$ cat src/design/mouse_packet_stepper_drive_defines.svh
// Assertion macros shared by the mouse packet stepper drive RTL.
// No dependencies; included by modules that carry assertions.
`ifndef MOUSE_PACKET_STEPPER_DRIVE_DEFINES_SVH
`define MOUSE_PACKET_STEPPER_DRIVE_DEFINES_SVH

// Clocked check, masked while reset is asserted.
`define MPS_ASSERT(label, prop, msg) \
  label: assert property (@(posedge clk) disable iff (!rst_n) (prop)) else $error(msg);

// Clocked check that also holds through reset.
`define MPS_ASSERT_RST(label, prop, msg) \
  label: assert property (@(posedge clk) (prop)) else $error(msg);

`endif

$ cat src/design/mps_pkg.sv
// Types and constants for the mouse packet stepper drive.
// No dependencies; imported by mps_axis and mouse_packet_stepper_drive.
package mps_pkg;

  typedef enum logic {
    CMD_BYTE = 1'b0,
    CMD_TICK = 1'b1
  } cmd_t;

  // Byte slots within a movement packet
  localparam logic [1:0] POS_STATUS = 2'd0;
  localparam logic [1:0] POS_XDELTA = 2'd1;
  localparam logic [1:0] POS_YDELTA = 2'd2;

  // Per-axis control for one request
  typedef struct packed {
    logic tick;    // step toward the sign of the pending count
    logic add_en;  // add a packet delta into the pending count
  } axis_ctl_t;

  // One-hot coil drive for a 2-bit phase
  function automatic logic [3:0] coil_onehot(input logic [1:0] phase);
    logic [3:0] coil;
    coil = 4'b0000;
    coil[phase] = 1'b1;
    return coil;
  endfunction

endpackage

$ cat src/design/mouse_packet_stepper_drive.sv
// Mouse packet stepper drive: packet assembly, step counters, result register.
// Depends on mps_pkg, mps_axis and mouse_packet_stepper_drive_defines.svh.
//
// Usage:
//   in_*  : one request per handshake. in_cmd = byte selects a received mouse
//           byte in in_byte_value, in_cmd = tick advances both stepper axes.
//   cfg_* : writes reporting_enable (bit cfg_reporting_enable); cfg_ready is
//           always high. While it is 0 received bytes are dropped.
//   out_* : one result per request: coil drive, inverted status byte and
//           the signed pending step counts after that request.
// Latency: a result is valid in the cycle after its request is accepted.
// Throughput: one request per cycle while out_ready is high, set by the single
//   output register; next state is computed in one pass of adders and muxes.
// Stall: while out_valid is high and out_ready low, in_ready drops and the
//   result holds; as soon as the result is taken a new request is accepted
//   in the same cycle.
// Reset (rst_n low, synchronous): counts, phases, packet bytes and byte
//   position go to zero, reporting is disabled, no result is pending.
module mouse_packet_stepper_drive (
  input  logic              clk,
  input  logic              rst_n,
  input  logic              in_valid,
  output logic              in_ready,
  input  logic              in_cmd,
  input  logic [7:0]        in_byte_value,
  input  logic              cfg_valid,
  output logic              cfg_ready,
  input  logic              cfg_reporting_enable,
  output logic              out_valid,
  input  logic              out_ready,
  output logic [7:0]        out_coil_pattern,
  output logic [7:0]        out_status_lights,
  output logic signed [7:0] out_x_pending,
  output logic signed [7:0] out_y_pending
);
  import mps_pkg::*;

  `include "mouse_packet_stepper_drive_defines.svh"

  logic              report_en_r;
  logic [7:0]        status_byte_r, status_byte_nxt;
  logic [7:0]        xdelta_byte_r, xdelta_byte_nxt;  // byte 2 is used on arrival
  logic [1:0]        byte_pos_r, byte_pos_nxt;
  logic [7:0]        x_count_r, x_count_nxt;
  logic [7:0]        y_count_r, y_count_nxt;
  logic [1:0]        x_phase_r, x_phase_nxt;
  logic [1:0]        y_phase_r, y_phase_nxt;
  logic              out_valid_r;
  logic [7:0]        coil_r;
  logic [7:0]        status_out_r;
  logic [7:0]        x_out_r, y_out_r;
  logic              in_fire;
  axis_ctl_t         x_ctl, y_ctl;

  assign in_ready  = !out_valid_r || out_ready;
  assign in_fire   = in_valid && in_ready;
  assign cfg_ready = 1'b1;

  always_comb begin
    logic [1:0] pos;
    logic       take_byte;
    pos             = (byte_pos_r > POS_YDELTA) ? POS_STATUS : byte_pos_r;
    take_byte       = (in_cmd == CMD_BYTE) && report_en_r;
    status_byte_nxt = status_byte_r;
    xdelta_byte_nxt = xdelta_byte_r;
    byte_pos_nxt    = byte_pos_r;
    x_ctl           = '0;
    y_ctl           = '0;
    if (take_byte) begin
      unique case (pos)
        POS_STATUS: begin
          status_byte_nxt = in_byte_value;
          byte_pos_nxt    = POS_XDELTA;
        end
        POS_XDELTA: begin
          xdelta_byte_nxt = in_byte_value;
          byte_pos_nxt    = POS_YDELTA;
        end
        default: begin
          x_ctl.add_en = 1'b1;
          y_ctl.add_en = 1'b1;
          byte_pos_nxt = POS_STATUS;
        end
      endcase
    end
    if (in_cmd == CMD_TICK) begin
      x_ctl.tick = 1'b1;
      y_ctl.tick = 1'b1;
    end
  end

  mps_axis u_x_axis (
    .ctl       (x_ctl),
    .add_value (xdelta_byte_r),
    .count     (x_count_r),
    .phase     (x_phase_r),
    .count_nxt (x_count_nxt),
    .phase_nxt (x_phase_nxt)
  );

  mps_axis u_y_axis (
    .ctl       (y_ctl),
    .add_value (in_byte_value),
    .count     (y_count_r),
    .phase     (y_phase_r),
    .count_nxt (y_count_nxt),
    .phase_nxt (y_phase_nxt)
  );

  always_ff @(posedge clk) begin
    if (!rst_n) begin
      report_en_r   <= 1'b0;
      status_byte_r <= 8'd0;
      xdelta_byte_r <= 8'd0;
      byte_pos_r    <= POS_STATUS;
      x_count_r     <= 8'd0;
      y_count_r     <= 8'd0;
      x_phase_r     <= 2'd0;
      y_phase_r     <= 2'd0;
      out_valid_r   <= 1'b0;
    end else begin
      if (cfg_valid && cfg_ready) begin
        report_en_r <= cfg_reporting_enable;
      end
      if (in_fire) begin
        status_byte_r <= status_byte_nxt;
        xdelta_byte_r <= xdelta_byte_nxt;
        byte_pos_r    <= byte_pos_nxt;
        x_count_r     <= x_count_nxt;
        y_count_r     <= y_count_nxt;
        x_phase_r     <= x_phase_nxt;
        y_phase_r     <= y_phase_nxt;
        out_valid_r   <= 1'b1;
      end else if (out_ready) begin
        out_valid_r <= 1'b0;
      end
    end
  end

  // Result payload, loaded only on an accepted request
  always_ff @(posedge clk) begin
    if (in_fire) begin
      coil_r       <= {coil_onehot(y_phase_nxt), coil_onehot(x_phase_nxt)};
      status_out_r <= ~status_byte_nxt;
      x_out_r      <= x_count_nxt;
      y_out_r      <= y_count_nxt;
    end
  end

  assign out_valid         = out_valid_r;
  assign out_coil_pattern  = coil_r;
  assign out_status_lights = status_out_r;
  assign out_x_pending     = x_out_r;
  assign out_y_pending     = y_out_r;

  `MPS_ASSERT(a_result_follows_request, in_fire |=> out_valid_r, "no result after request")
  `MPS_ASSERT(a_byte_pos_range, byte_pos_r != 2'd3, "packet byte position out of range")
  `MPS_ASSERT(a_coil_onehot, out_valid_r |-> ($onehot(coil_r[3:0]) && $onehot(coil_r[7:4])), "coil drive not one-hot per axis")
  `MPS_ASSERT(a_byte_no_step, (in_fire && (in_cmd == CMD_BYTE)) |=> ($stable(x_phase_r) && $stable(y_phase_r)), "byte request moved a phase")
  `MPS_ASSERT(a_disabled_byte_ignored, (in_fire && (in_cmd == CMD_BYTE) && !report_en_r) |=> ($stable(x_count_r) && $stable(byte_pos_r)), "byte taken while reporting off")
  `MPS_ASSERT_RST(a_reset_clears_result, !rst_n |=> !out_valid_r, "result valid after reset")

endmodule

$ cat src/design/mps_axis.sv
// Next-state logic for one stepper axis: pending count and coil phase.
// Depends on mps_pkg (axis_ctl_t).
module mps_axis (
  input  mps_pkg::axis_ctl_t ctl,
  input  logic [7:0]         add_value,
  input  logic [7:0]         count,
  input  logic [1:0]         phase,
  output logic [7:0]         count_nxt,
  output logic [1:0]         phase_nxt
);
  import mps_pkg::*;

  always_comb begin
    count_nxt = count;
    phase_nxt = phase;
    if (ctl.add_en) begin
      count_nxt = count + add_value;  // wraps mod 256
    end else if (ctl.tick && (count != 8'd0)) begin
      if (count[7]) begin
        count_nxt = count + 8'd1;
        phase_nxt = phase - 2'd1;
      end else begin
        count_nxt = count - 8'd1;
        phase_nxt = phase + 2'd1;
      end
    end
  end

endmodule

$ cat config.mk
export PLATFORM = sky130hd
export DESIGN_NAME = mouse_packet_stepper_drive
export DESIGN_NICKNAME = d
export VERILOG_FILES = /design/src/design/mps_pkg.sv /design/src/design/mouse_packet_stepper_drive.sv /design/src/design/mps_axis.sv
export VERILOG_INCLUDE_DIRS = /design/src /design/src/design
export SDC_FILE = /design/constraint.sdc
export NUM_CORES = 1
export LEC_CHECK = 0
export BUFFER_PORTS_ARGS = -buffer_cell sky130_fd_sc_hd__buf_2
export CAP_MARGIN = 20
export CORE_ASPECT_RATIO = 2
export CORE_MARGIN = 3
export CORE_UTILIZATION = 55
export CTS_CLUSTER_SIZE = 8
export DETAILED_ROUTE_END_ITERATION = 8
export GPL_ROUTABILITY_DRIVEN = 0
export GPL_TIMING_DRIVEN = 0
export HOLD_SLACK_MARGIN = 0.02
export PLACE_DENSITY = 0.76
export SLEW_MARGIN = 10
export SYNTH_ARGS = -nofsm -noshare
export SYNTH_HDL_FRONTEND = slang
export SYNTH_SLANG_ARGS = --single-unit
$ cat constraint.sdc
create_clock -name clk -period 2.7 [get_ports clk]
set_input_delay 0.405 -clock clk [delete_from_list [all_inputs] [get_ports clk]]
set_output_delay 0.405 -clock clk [all_outputs]
set_load 0.05 [all_outputs]
==> flow_summary.json, run 1 <==
{
  "cap_violations": 0,
  "fin_crit_sh_pct": 86.8,
  "first_pass_iters": 4,
  "rsz0062_at_grt": "no",
  "synth_edf_count": 32,
  "min_period_ps": 2340,
  "end_kind": "flop",
  "postCtsSetupBuffers": 0,
  "nets": 565,
  "grt_pass1_wl_mm": 17.5,
  "synth-main-ff-cell": "dfxtp_1",
  "synth_cells": 459,
  "ant_nets": 0,
  "final_cell_area_mm2": 0.00503,
  "ys_ff_latch": 72,
  "clockBufferDepth": 2,
  "initial_utilization_pct": 57.1,
  "drive_gt1_share_pct": 16.5,
  "setup_tns_ps": 0,
  "worstMarginPinSlew_ps": 1070,
  "core-area_mm2": 0.00766,
  "status": "finished clean",
  "maxSlewHeadroom_pct": 28.8,
  "wl_per_cell_um": 17.2,
  "drv_slew": 0,
  "power.share.sequential_pct": 34.3,
  "clk_pin_slew_ps": 60,
  "cp.arrival_ps": 2290,
  "cts_buffers": 9,
  "die_w_um": 69.0,
  "pwr-share-clk_pct": 29.3,
  "initialDrtViolationCount": 199,
  "path_max_fanout": 41,
  "p_sw_share_pct": 36.7,
  "path_cells": "nand2b_1 > nand2_1 > inv_1 > buf_2 > clkdlybuf4s15_2",
  "dpl_worst_slack_ps": 12.5,
  "synthArstFlopShare_pct": 0,
  "io_pins": 50,
  "worstSetupStartpointType": "flop",
  "holdWs_ps": 309,
  "synth_cell_types": 55,
  "dpl.hpwl_mm": 7.96,
  "crit_path_max_incr_delay_ps": 950,
  "clock_sinks": 72,
  "portBuffers": 47,
  "antenna_found_initial": 0,
  "worst_skew_pair.late_latency_ps": 340,
  "reg2reg_slack_ps": 360,
  "final_common_cell": "buf_2",
  "fillerInstances": 668,
  "grt_max_degree": 42,
  "post_drt_via_cell_ratio": 5.85,
  "p_sw_mw": 1.54,
  "avgSynthCellArea_um2": 9.52,
  "ff_latch_area_mm2": 0.00176,
  "rows": 45,
  "powerDensity_mw_per_mm2": 831,
  "timing.fmax_mhz": 427,
  "fin_skew_ps": 8.03,
  "leakagePower_nw": 2.13,
  "drc": 0,
  "slowest_stage": "clkdlybuf4s15_2",
  "combPwrFrac_pct": 36.4,
  "final_cell_mix": "buf_2, nand2_1, nor2_1, dfxtp_1, edfxtp_1",
  "hold_violations": 0,
  "wl_mm": 10.5,
  "grt.overflow.total": 0,
  "dieArea_mm2": 0.00911,
  "hp-class": "in2reg",
  "vias": 3594,
  "ys_seq_area_share_pct": 40.3,
  "placed_cell_area_mm2": 0.00473,
  "first_global_vias": 3743,
  "cts_tree": "done",
  "cts-root-buf": "clkbuf_16",
  "fin_ws_ps": 357,
  "area_delta_synth_final_pct": 15.2,
  "ys.warnings.count": 0,
  "required_ps": 2650,
  "synthesis.area_mm2": 0.00437,
  "syn-num-nets": 509,
  "die_h_um": 132,
  "setup_viol": 0,
  "peakVddDrop_v": 0.000543,
  "internal_power_mw": 2.65,
  "diodes": 0,
  "critical_path_class": "reg2reg",
  "htree_num_levels": 3,
  "grt_usage_pct": 24.1,
  "multiInputGateArea_mm2": 0.00237
}
[sequential cells by signal, indices dropped and copies added (netlist names), 8 cells and up]
signal / count
xdelta_byte_r: 8
out_y_pending: 8
out_x_pending: 8
y_count_r: 8
out_status_lights: 8
status_byte_r: 8
x_count_r: 8
out_coil_pattern: 8
[power by group through the flow]
stage                     logic (mW)  registers [mW]  clock network (mW)
after detailed placement        1.53            1.45                   0
after floorplan                0.902            1.74                   0
after CTS                       1.54            1.42                1.24
after global routing            1.66            1.46                1.28
final                           1.52            1.44                1.22
after global placement          1.49            1.44                   0
[kinds of logic after synthesis]
logic type | count (synthesis) | share of synthesized area, %
flip-flops | 72 | 40.3
XOR/XNOR | 25 | 5.18
other | 1 | 0.0858
multiplexers | 23 | 5.30
AO/OA/AOI/OAI | 116 | 18.1
buffers and inverters | 51 | 5.41
adder cells (fa/ha/maj) | 35 | 10.7
AND/OR/NAND/NOR | 136 | 14.9
[critical path: cells and delay by family, from the launching register on]
family        cells  cell delay [ps]
buf+inv           3             1360
flops             1              310
simple gates      2              260
[final timing paths]
path,from,to,cells past startpoint
setup / recovery,out_valid$_SDFFE_PN0P_,out_y_pending[0]$_DFFE_PP_,5
hold / removal,cfg_reporting_enable,report_en_r$_SDFFE_PN0P_,3
setup reg to reg,out_valid$_SDFFE_PN0P_,out_y_pending[0]$_DFFE_PP_,5
hold reg to reg,status_byte_r[6]$_SDFFE_PN0P_,status_byte_r[6]$_SDFFE_PN0P_,2
[cells in the mapped netlist (9+ instances only)]
| master | number | area [um2] |
|---|---|---|
| xor2_1 | 13 | 114 |
| nor3_1 | 11 | 55.1 |
| o21ai_0 | 13 | 65.1 |
| nand2_1 | 45 | 169 |
| a31oi_1 | 9 | 56.3 |
| nand3_1 | 15 | 75.1 |
| o21a_1 | 11 | 82.6 |
| nor2_1 | 38 | 143 |
| inv_1 | 23 | 86.3 |
| edfxtp_1 | 32 | 961 |
| a211oi_1 | 15 | 113 |
| mux2i_1 | 22 | 220 |
| dfxtp_1 | 40 | 801 |
| ha_1 | 31 | 388 |
| xnor2_1 | 11 | 96.3 |
| a21oi_1 | 22 | 110 |
| o31ai_1 | 11 | 82.6 |
[layer usage]
| metal | global-route usage (%) | share of wire, % |
|---|---|---|
| met1 | 24.2 | 37 |
| met2 | 45.0 | 55 |
| met3 | 5.27 | 3.8 |
| met4 | 12.6 | 3.9 |
| met5 | 0 | 0 |
[timing repair]
action | in CTS | in global routing
pin swaps | 0 | 0
hold buffers | 0 | 0
setup endpoints to repair | 1 | 6
resized for setup | 1 | 2
[area by class of cell]
cell class | count | share of cell area, %
flip-flops and latches | 72 | 35.0
inverters | 23 | 1.71
repair buffers | 47 | 4.67
clock buffers | 12 | 5.12
well taps | 94 | 2.34
clock inverters | 4 | 1.04
plain buffers | 26 | 2.98
multi-input cells | 336 | 47.1
[metrics by stage]
stage / util (%) / std cells / power [mW]
3_5_place_dp: 61.8 / 600 / 2.98
2_1_floorplan: - / 459 / 2.64
6_report: 65.8 / 614 / 4.19
5_1_grt: 65.8 / 614 / 4.40
3_3_place_gp: 61.8 / 600 / 2.93
4_1_cts: 65.8 / 616 / 4.20
Power figures use the tool's default switching activity.
==> run 2, diff against run 1 <==
- GPL_TIMING_DRIVEN: 0 -> default
- clock period: 2.7 -> 2.76 ns (I/O delays scaled with it)
==> run 2 against run 1 <==
  * Sequential share of layout area is 0.61 points higher
  * Fmax shrank 4.8%
  * Via count grew 1.6%
  * Critical path type unchanged
  * Clock-buffer cell count up 1
  * Setup slack lost 59 ps
==> flow_summary.json, run 2 (same netlist as run 1, synthesis figures left out) <==
{
  "reg2reg_slack_ps": 300,
  "post_cts_resize_count": 0,
  "nets": 548,
  "wl_per_cell_um": 17.0,
  "diodes": 0,
  "path_max_fanout": 9,
  "cap_violations": 0,
  "setup_tns_ps": 0,
  "drv_slew": 0,
  "holdBufCountCts": 0,
  "clock_sinks": 72,
  "dpl_worst_slack_ps": 360,
  "crit_path_max_incr_delay_ps": 490,
  "cts_tree": "done",
  "grt_usage_pct": 23.5,
  "worstSetupStartpointType": "flop",
  "hold_violations": 0,
  "critical_path_class": "reg2reg",
  "grt.overflow.total": 0,
  "portBuffers": 48,
  "fillerInstances": 669,
  "r2r_cells": 8,
  "ant_nets": 0,
  "fin_crit_sh_pct": 89.2,
  "end_kind": "flop",
  "multiInputGateArea_mm2": 0.00237,
  "ff_latch_area_mm2": 0.00176,
  "fin_ws_ps": 298,
  "htree_num_levels": 3,
  "final-instance-count-excl-fill": 597,
  "min_period_ps": 2460,
  "wl_mm": 10.2,
  "final_common_cell": "buf_2",
  "die_h_um": 132,
  "timing.fmax_mhz": 406,
  "worst_skew_pair.late_latency_ps": 330,
  "io_pins": 50,
  "post_drt_via_cell_ratio": 6.12,
  "cts-root-buf": "clkbuf_16",
  "antenna_found_initial": 0,
  "drive_gt1_share_pct": 15.9,
  "clockBufferDepth": 2,
  "first_pass_iters": 5,
  "leakagePower_nw": 2.09,
  "postCtsSetupBuffers": 0,
  "rsz0062_at_grt": "no",
  "first_global_vias": 3726,
  "cts_buffers": 9,
  "fin_skew_ps": 6.91,
  "vias": 3651,
  "finalPower_mw": 4.03,
  "powerDensity_mw_per_mm2": 815,
  "setup_viol": 0,
  "initial_utilization_pct": 57.1,
  "post-place-cells": 581,
  "status": "finished clean",
  "die_w_um": 69.0,
  "min_to": "out_valid$_SDFFE_PN0P_",
  "reg2reg_from": "y_count_r[7]$_SDFFE_PN0P_",
  "cp.arrival_ps": 2610,
  "peakVddDrop_v": 0.000461,
  "dpl.hpwl_mm": 7.47,
  "min_path_cells": 3,
  "hp-class": "in2reg",
  "drc": 0,
  "slowest_stage": "dfxtp_1",
  "rows": 45,
  "grt_max_degree": 36,
  "dieArea_mm2": 0.00911,
  "final_cell_mix": "buf_2, nand2_1, dfxtp_1, nor2_1, edfxtp_1",
  "path_cells": "inv_1 > ha_1 > a211oi_1 > nor2_1 > o31ai_1 > a21oi_1 > o21a_1 > a311oi_1",
  "clk_pin_slew_ps": 60,
  "holdCritStartpoint": "in_valid",
  "initialDrtViolationCount": 301,
  "grt_pass1_wl_mm": 17.4,
  "rr_endpoint": "out_y_pending[7]$_DFFE_PP_",
  "core-area_mm2": 0.00766,
  "area_delta_synth_final_pct": 13.1,
  "required_ps": 2910
}
## run 2: metal layers
metal  global-route usage, %  vias up  share of wire [%]
met4                    14.2        0                6.2
met5                       0        -                  0
met3                    3.89       50                4.8
met1                    24.1     1730                 35
li1                        -     1742                  -
met2                    43.3      129                 54
## run 2: through the flow
| stage | utilization [%] | instance area [um2] | hold WS [ps] |
|---|---|---|---|
| after global routing | 64.5 | 4940 | 319 |
| after global placement | 60.6 | 4640 | 468 |
| after CTS | 64.5 | 4940 | 321 |
| after floorplan | - | 4380 | 453 |
| final | 64.5 | 4940 | 323 |
| after detailed placement | 60.6 | 4640 | 495 |
## run 2: critical path: cells and delay by family (launching register included)
family / cells / cell delay, ps
DFF: 1 / 490
AOI/OAI and AO/OA: 5 / 1090
adders and majority gates: 1 / 350
and+or+nand+nor: 1 / 100
buffers and inverters: 1 / 250
## run 2: how the worst max path moves through the flow
stage | startpoint | endpoint | slack (ps) | cells past startpoint
detailed placement | y_count_r[7]$_SDFFE_PN0P_ | out_y_pending[7]$_DFFE_PP_ | 360 | 8
floorplan | out_valid$_SDFFE_PN0P_ | out_coil_pattern[0]$_DFFE_PP_ | 280 | 5
global placement | y_count_r[7]$_SDFFE_PN0P_ | out_y_pending[7]$_DFFE_PP_ | 510 | 8
CTS | y_count_r[7]$_SDFFE_PN0P_ | out_y_pending[7]$_DFFE_PP_ | 330 | 8
global route | y_count_r[7]$_SDFFE_PN0P_ | out_y_pending[7]$_DFFE_PP_ | 140 | 8
finish | y_count_r[7]$_SDFFE_PN0P_ | out_y_pending[7]$_DFFE_PP_ | 300 | 8
## run 2: area by class of cell
| type | instances | area share [%] |
|---|---|---|
| Timing Repair Buffer | 56 | 6.08 |
| Tap cell | 94 | 2.38 |
| Clock inverter | 3 | 0.456 |
| Clock buffer | 13 | 5.72 |
| Inverter | 23 | 1.75 |
| Sequential cell | 72 | 35.6 |
| Multi-Input combinational cell | 336 | 48.0 |
## run 2: power by group
group	leakage, nW	switching (mW)	internal [mW]	total (mW)
clock network	0.150	0.439	0.720	1.16
logic	1.30	0.939	0.513	1.45
registers	0.634	0.113	1.30	1.42
total	2.09	1.49	2.54	4.03
==> run 3, diff against run 2 <==
- PLACE_DENSITY: 0.76 -> default
- PLACE_DENSITY_LB_ADDON: default -> 0.25
==> run 3 against run 2 <==
  * Critical path depth rose by 1
  * Clock-buffer cell count fell by 1
  * Largest power group unchanged
  * Global-route usage rose by 0.059 points
  * First-iteration DRC count fell by 37%
  * Combinational power barely moved
  * Design area rose by 0.18%
  * Wire length fell by 0.21%
  * Hold slack got worse by 2.5 ps
  * Clock power rose by 3%
  * Fmax rose by 7.8%
==> flow_summary.json, run 3 (same netlist as run 1, synthesis figures left out) <==
{
  "r2r_cells": 9,
  "cts_tree": "done",
  "drc": 0,
  "leakagePower_nw": 2.09,
  "cts-root-buf": "clkbuf_16",
  "slowest_stage": "dfxtp_1",
  "min_to": "out_valid$_SDFFE_PN0P_",
  "rsz0062_at_grt": "no",
  "fin_skew_ps": 7.79,
  "required_ps": 2850,
  "die_h_um": 132,
  "initialDrtViolationCount": 191,
  "ant_nets": 0,
  "holdBufCountCts": 0,
  "post-place-cells": 582,
  "area_delta_synth_final_pct": 13.3,
  "first_global_vias": 3655,
  "crit_family": "compound AO/OA/AOI/OAI gates",
  "worstSetupStartpointType": "flop",
  "worstPathBufferInverterCount": 1,
  "cts_buffers": 9,
  "powerDensity_mw_per_mm2": 820,
  "fillerInstances": 667,
  "clock_sinks": 72,
  "min_period_ps": 2280,
  "worst_skew_pair.late_latency_ps": 330,
  "reg2reg_from": "y_count_r[0]$_SDFFE_PN0P_",
  "finalPower_mw": 4.06,
  "reg2reg_slack_ps": 480,
  "peakVddDrop_v": 0.000506,
  "initial_utilization_pct": 57.1,
  "grt.overflow.total": 0,
  "io_pins": 50,
  "rr_endpoint": "out_y_pending[6]$_DFFE_PP_",
  "final-instance-count-excl-fill": 598,
  "portBuffers": 48,
  "critical_path_class": "reg2reg",
  "clockBufferDepth": 2,
  "path_max_fanout": 7,
  "final_cell_mix": "buf_2, nand2_1, dfxtp_1, nor2_1, edfxtp_1",
  "clk_pin_slew_ps": 60,
  "wl_mm": 10.1,
  "grt_usage_pct": 23.6,
  "grt_use_met1_pct": 23.3,
  "rows": 45,
  "drive_gt1_share_pct": 15.9,
  "die_w_um": 69.0,
  "nets": 549,
  "hold_violations": 0,
  "htree_num_levels": 3,
  "diodes": 0,
  "cp.arrival_ps": 2370,
  "hp-class": "in2reg",
  "dpl.hpwl_mm": 7.72,
  "holdCritStartpoint": "in_valid",
  "busiest_layer": "met2",
  "timing.fmax_mhz": 438,
  "dieArea_mm2": 0.00911,
  "grt_max_degree": 37,
  "gr-usage-met2_pct": 43.1,
  "path_cells": "ha_1 > inv_1 > fa_1 > nor2b_1 > o21a_1 > o21a_1 > o211ai_1 > a31oi_1 > nand2_1",
  "setup_tns_ps": 0,
  "post_drt_via_cell_ratio": 5.92,
  "vias": 3539,
  "crit_path_max_incr_delay_ps": 480,
  "setup_viol": 0,
  "fin_crit_sh_pct": 82.7,
  "end_kind": "flop",
  "antenna_found_initial": 0,
  "core-area_mm2": 0.00766,
  "grt_pass1_wl_mm": 17.2,
  "met3_usage_pct": 4.50,
  "drv_slew": 0,
  "min_path_cells": 3,
  "cap_violations": 0,
  "crit_path_frequent_cell": "o21a_1",
  "first_pass_iters": 4,
  "startpoint": "y_count_r[0]$_SDFFE_PN0P_",
  "final_common_cell": "buf_2",
  "wl_per_cell_um": 17.0,
  "status": "finished clean"
}
run 3: cell type report:
type	instances	area, um2	area share [%]
Clock buffer	12	236	4.78
Clock inverter	4	68.8	1.39
Inverter	23	86.3	1.74
Multi-Input combinational cell	336	2370	47.9
Sequential cell	72	1760	35.6
Tap cell	94	118	2.38
Timing Repair Buffer	57	308	6.22
run 3: stage by stage:
| step | setup WS (ps) | area, um2 | utilization, % | hold slack, ps |
|---|---|---|---|---|
| 3_5_place_dp | 361 | 4640 | 60.7 | 470 |
| 4_1_cts | 351 | 4950 | 64.6 | 315 |
| 6_report | 477 | 4950 | 64.7 | 320 |
| 2_1_floorplan | 275 | 4380 | - | 453 |
| 3_3_place_gp | 512 | 4640 | 60.7 | 467 |
| 5_1_grt | 147 | 4950 | 64.7 | 323 |
run 3: repair_timing:
item | 4_1_cts | 5_1_grt
setup endpoints to repair | 0 | 1
resized for setup | 0 | 1
setup buffers | 0 | 0
run 3: worst max path at each step:
stage / depth (start not counted) / endpoint / slack (ps)
floorplan: 5 / out_coil_pattern[0]$_DFFE_PP_ / 280
detailed placement: 8 / out_y_pending[7]$_DFFE_PP_ / 360
finish: 9 / out_y_pending[6]$_DFFE_PP_ / 480
CTS: 8 / out_y_pending[7]$_DFFE_PP_ / 350
global placement: 8 / out_y_pending[7]$_DFFE_PP_ / 510
global route: 8 / out_y_pending[7]$_DFFE_PP_ / 150
run 3: metal layers:
layer  wire length (um)  vias up
met5                  0        -
met4                604        0
met3                332       44
met2               5520       86
met1               3690     1666
li1                   -     1743
run 3: tightest hold or removal path, cell delays in order:
cell and delay, ps:
buf_2 100, inv_1 40, a21oi_1 50
run 3: where the power goes:
group	total (mW)	internal (mW)	leakage, nW	switching (mW)
Sequential	1.42	1.30	0.635	0.116
Clock	1.20	0.787	0.148	0.414
Combinational	1.44	0.511	1.31	0.928
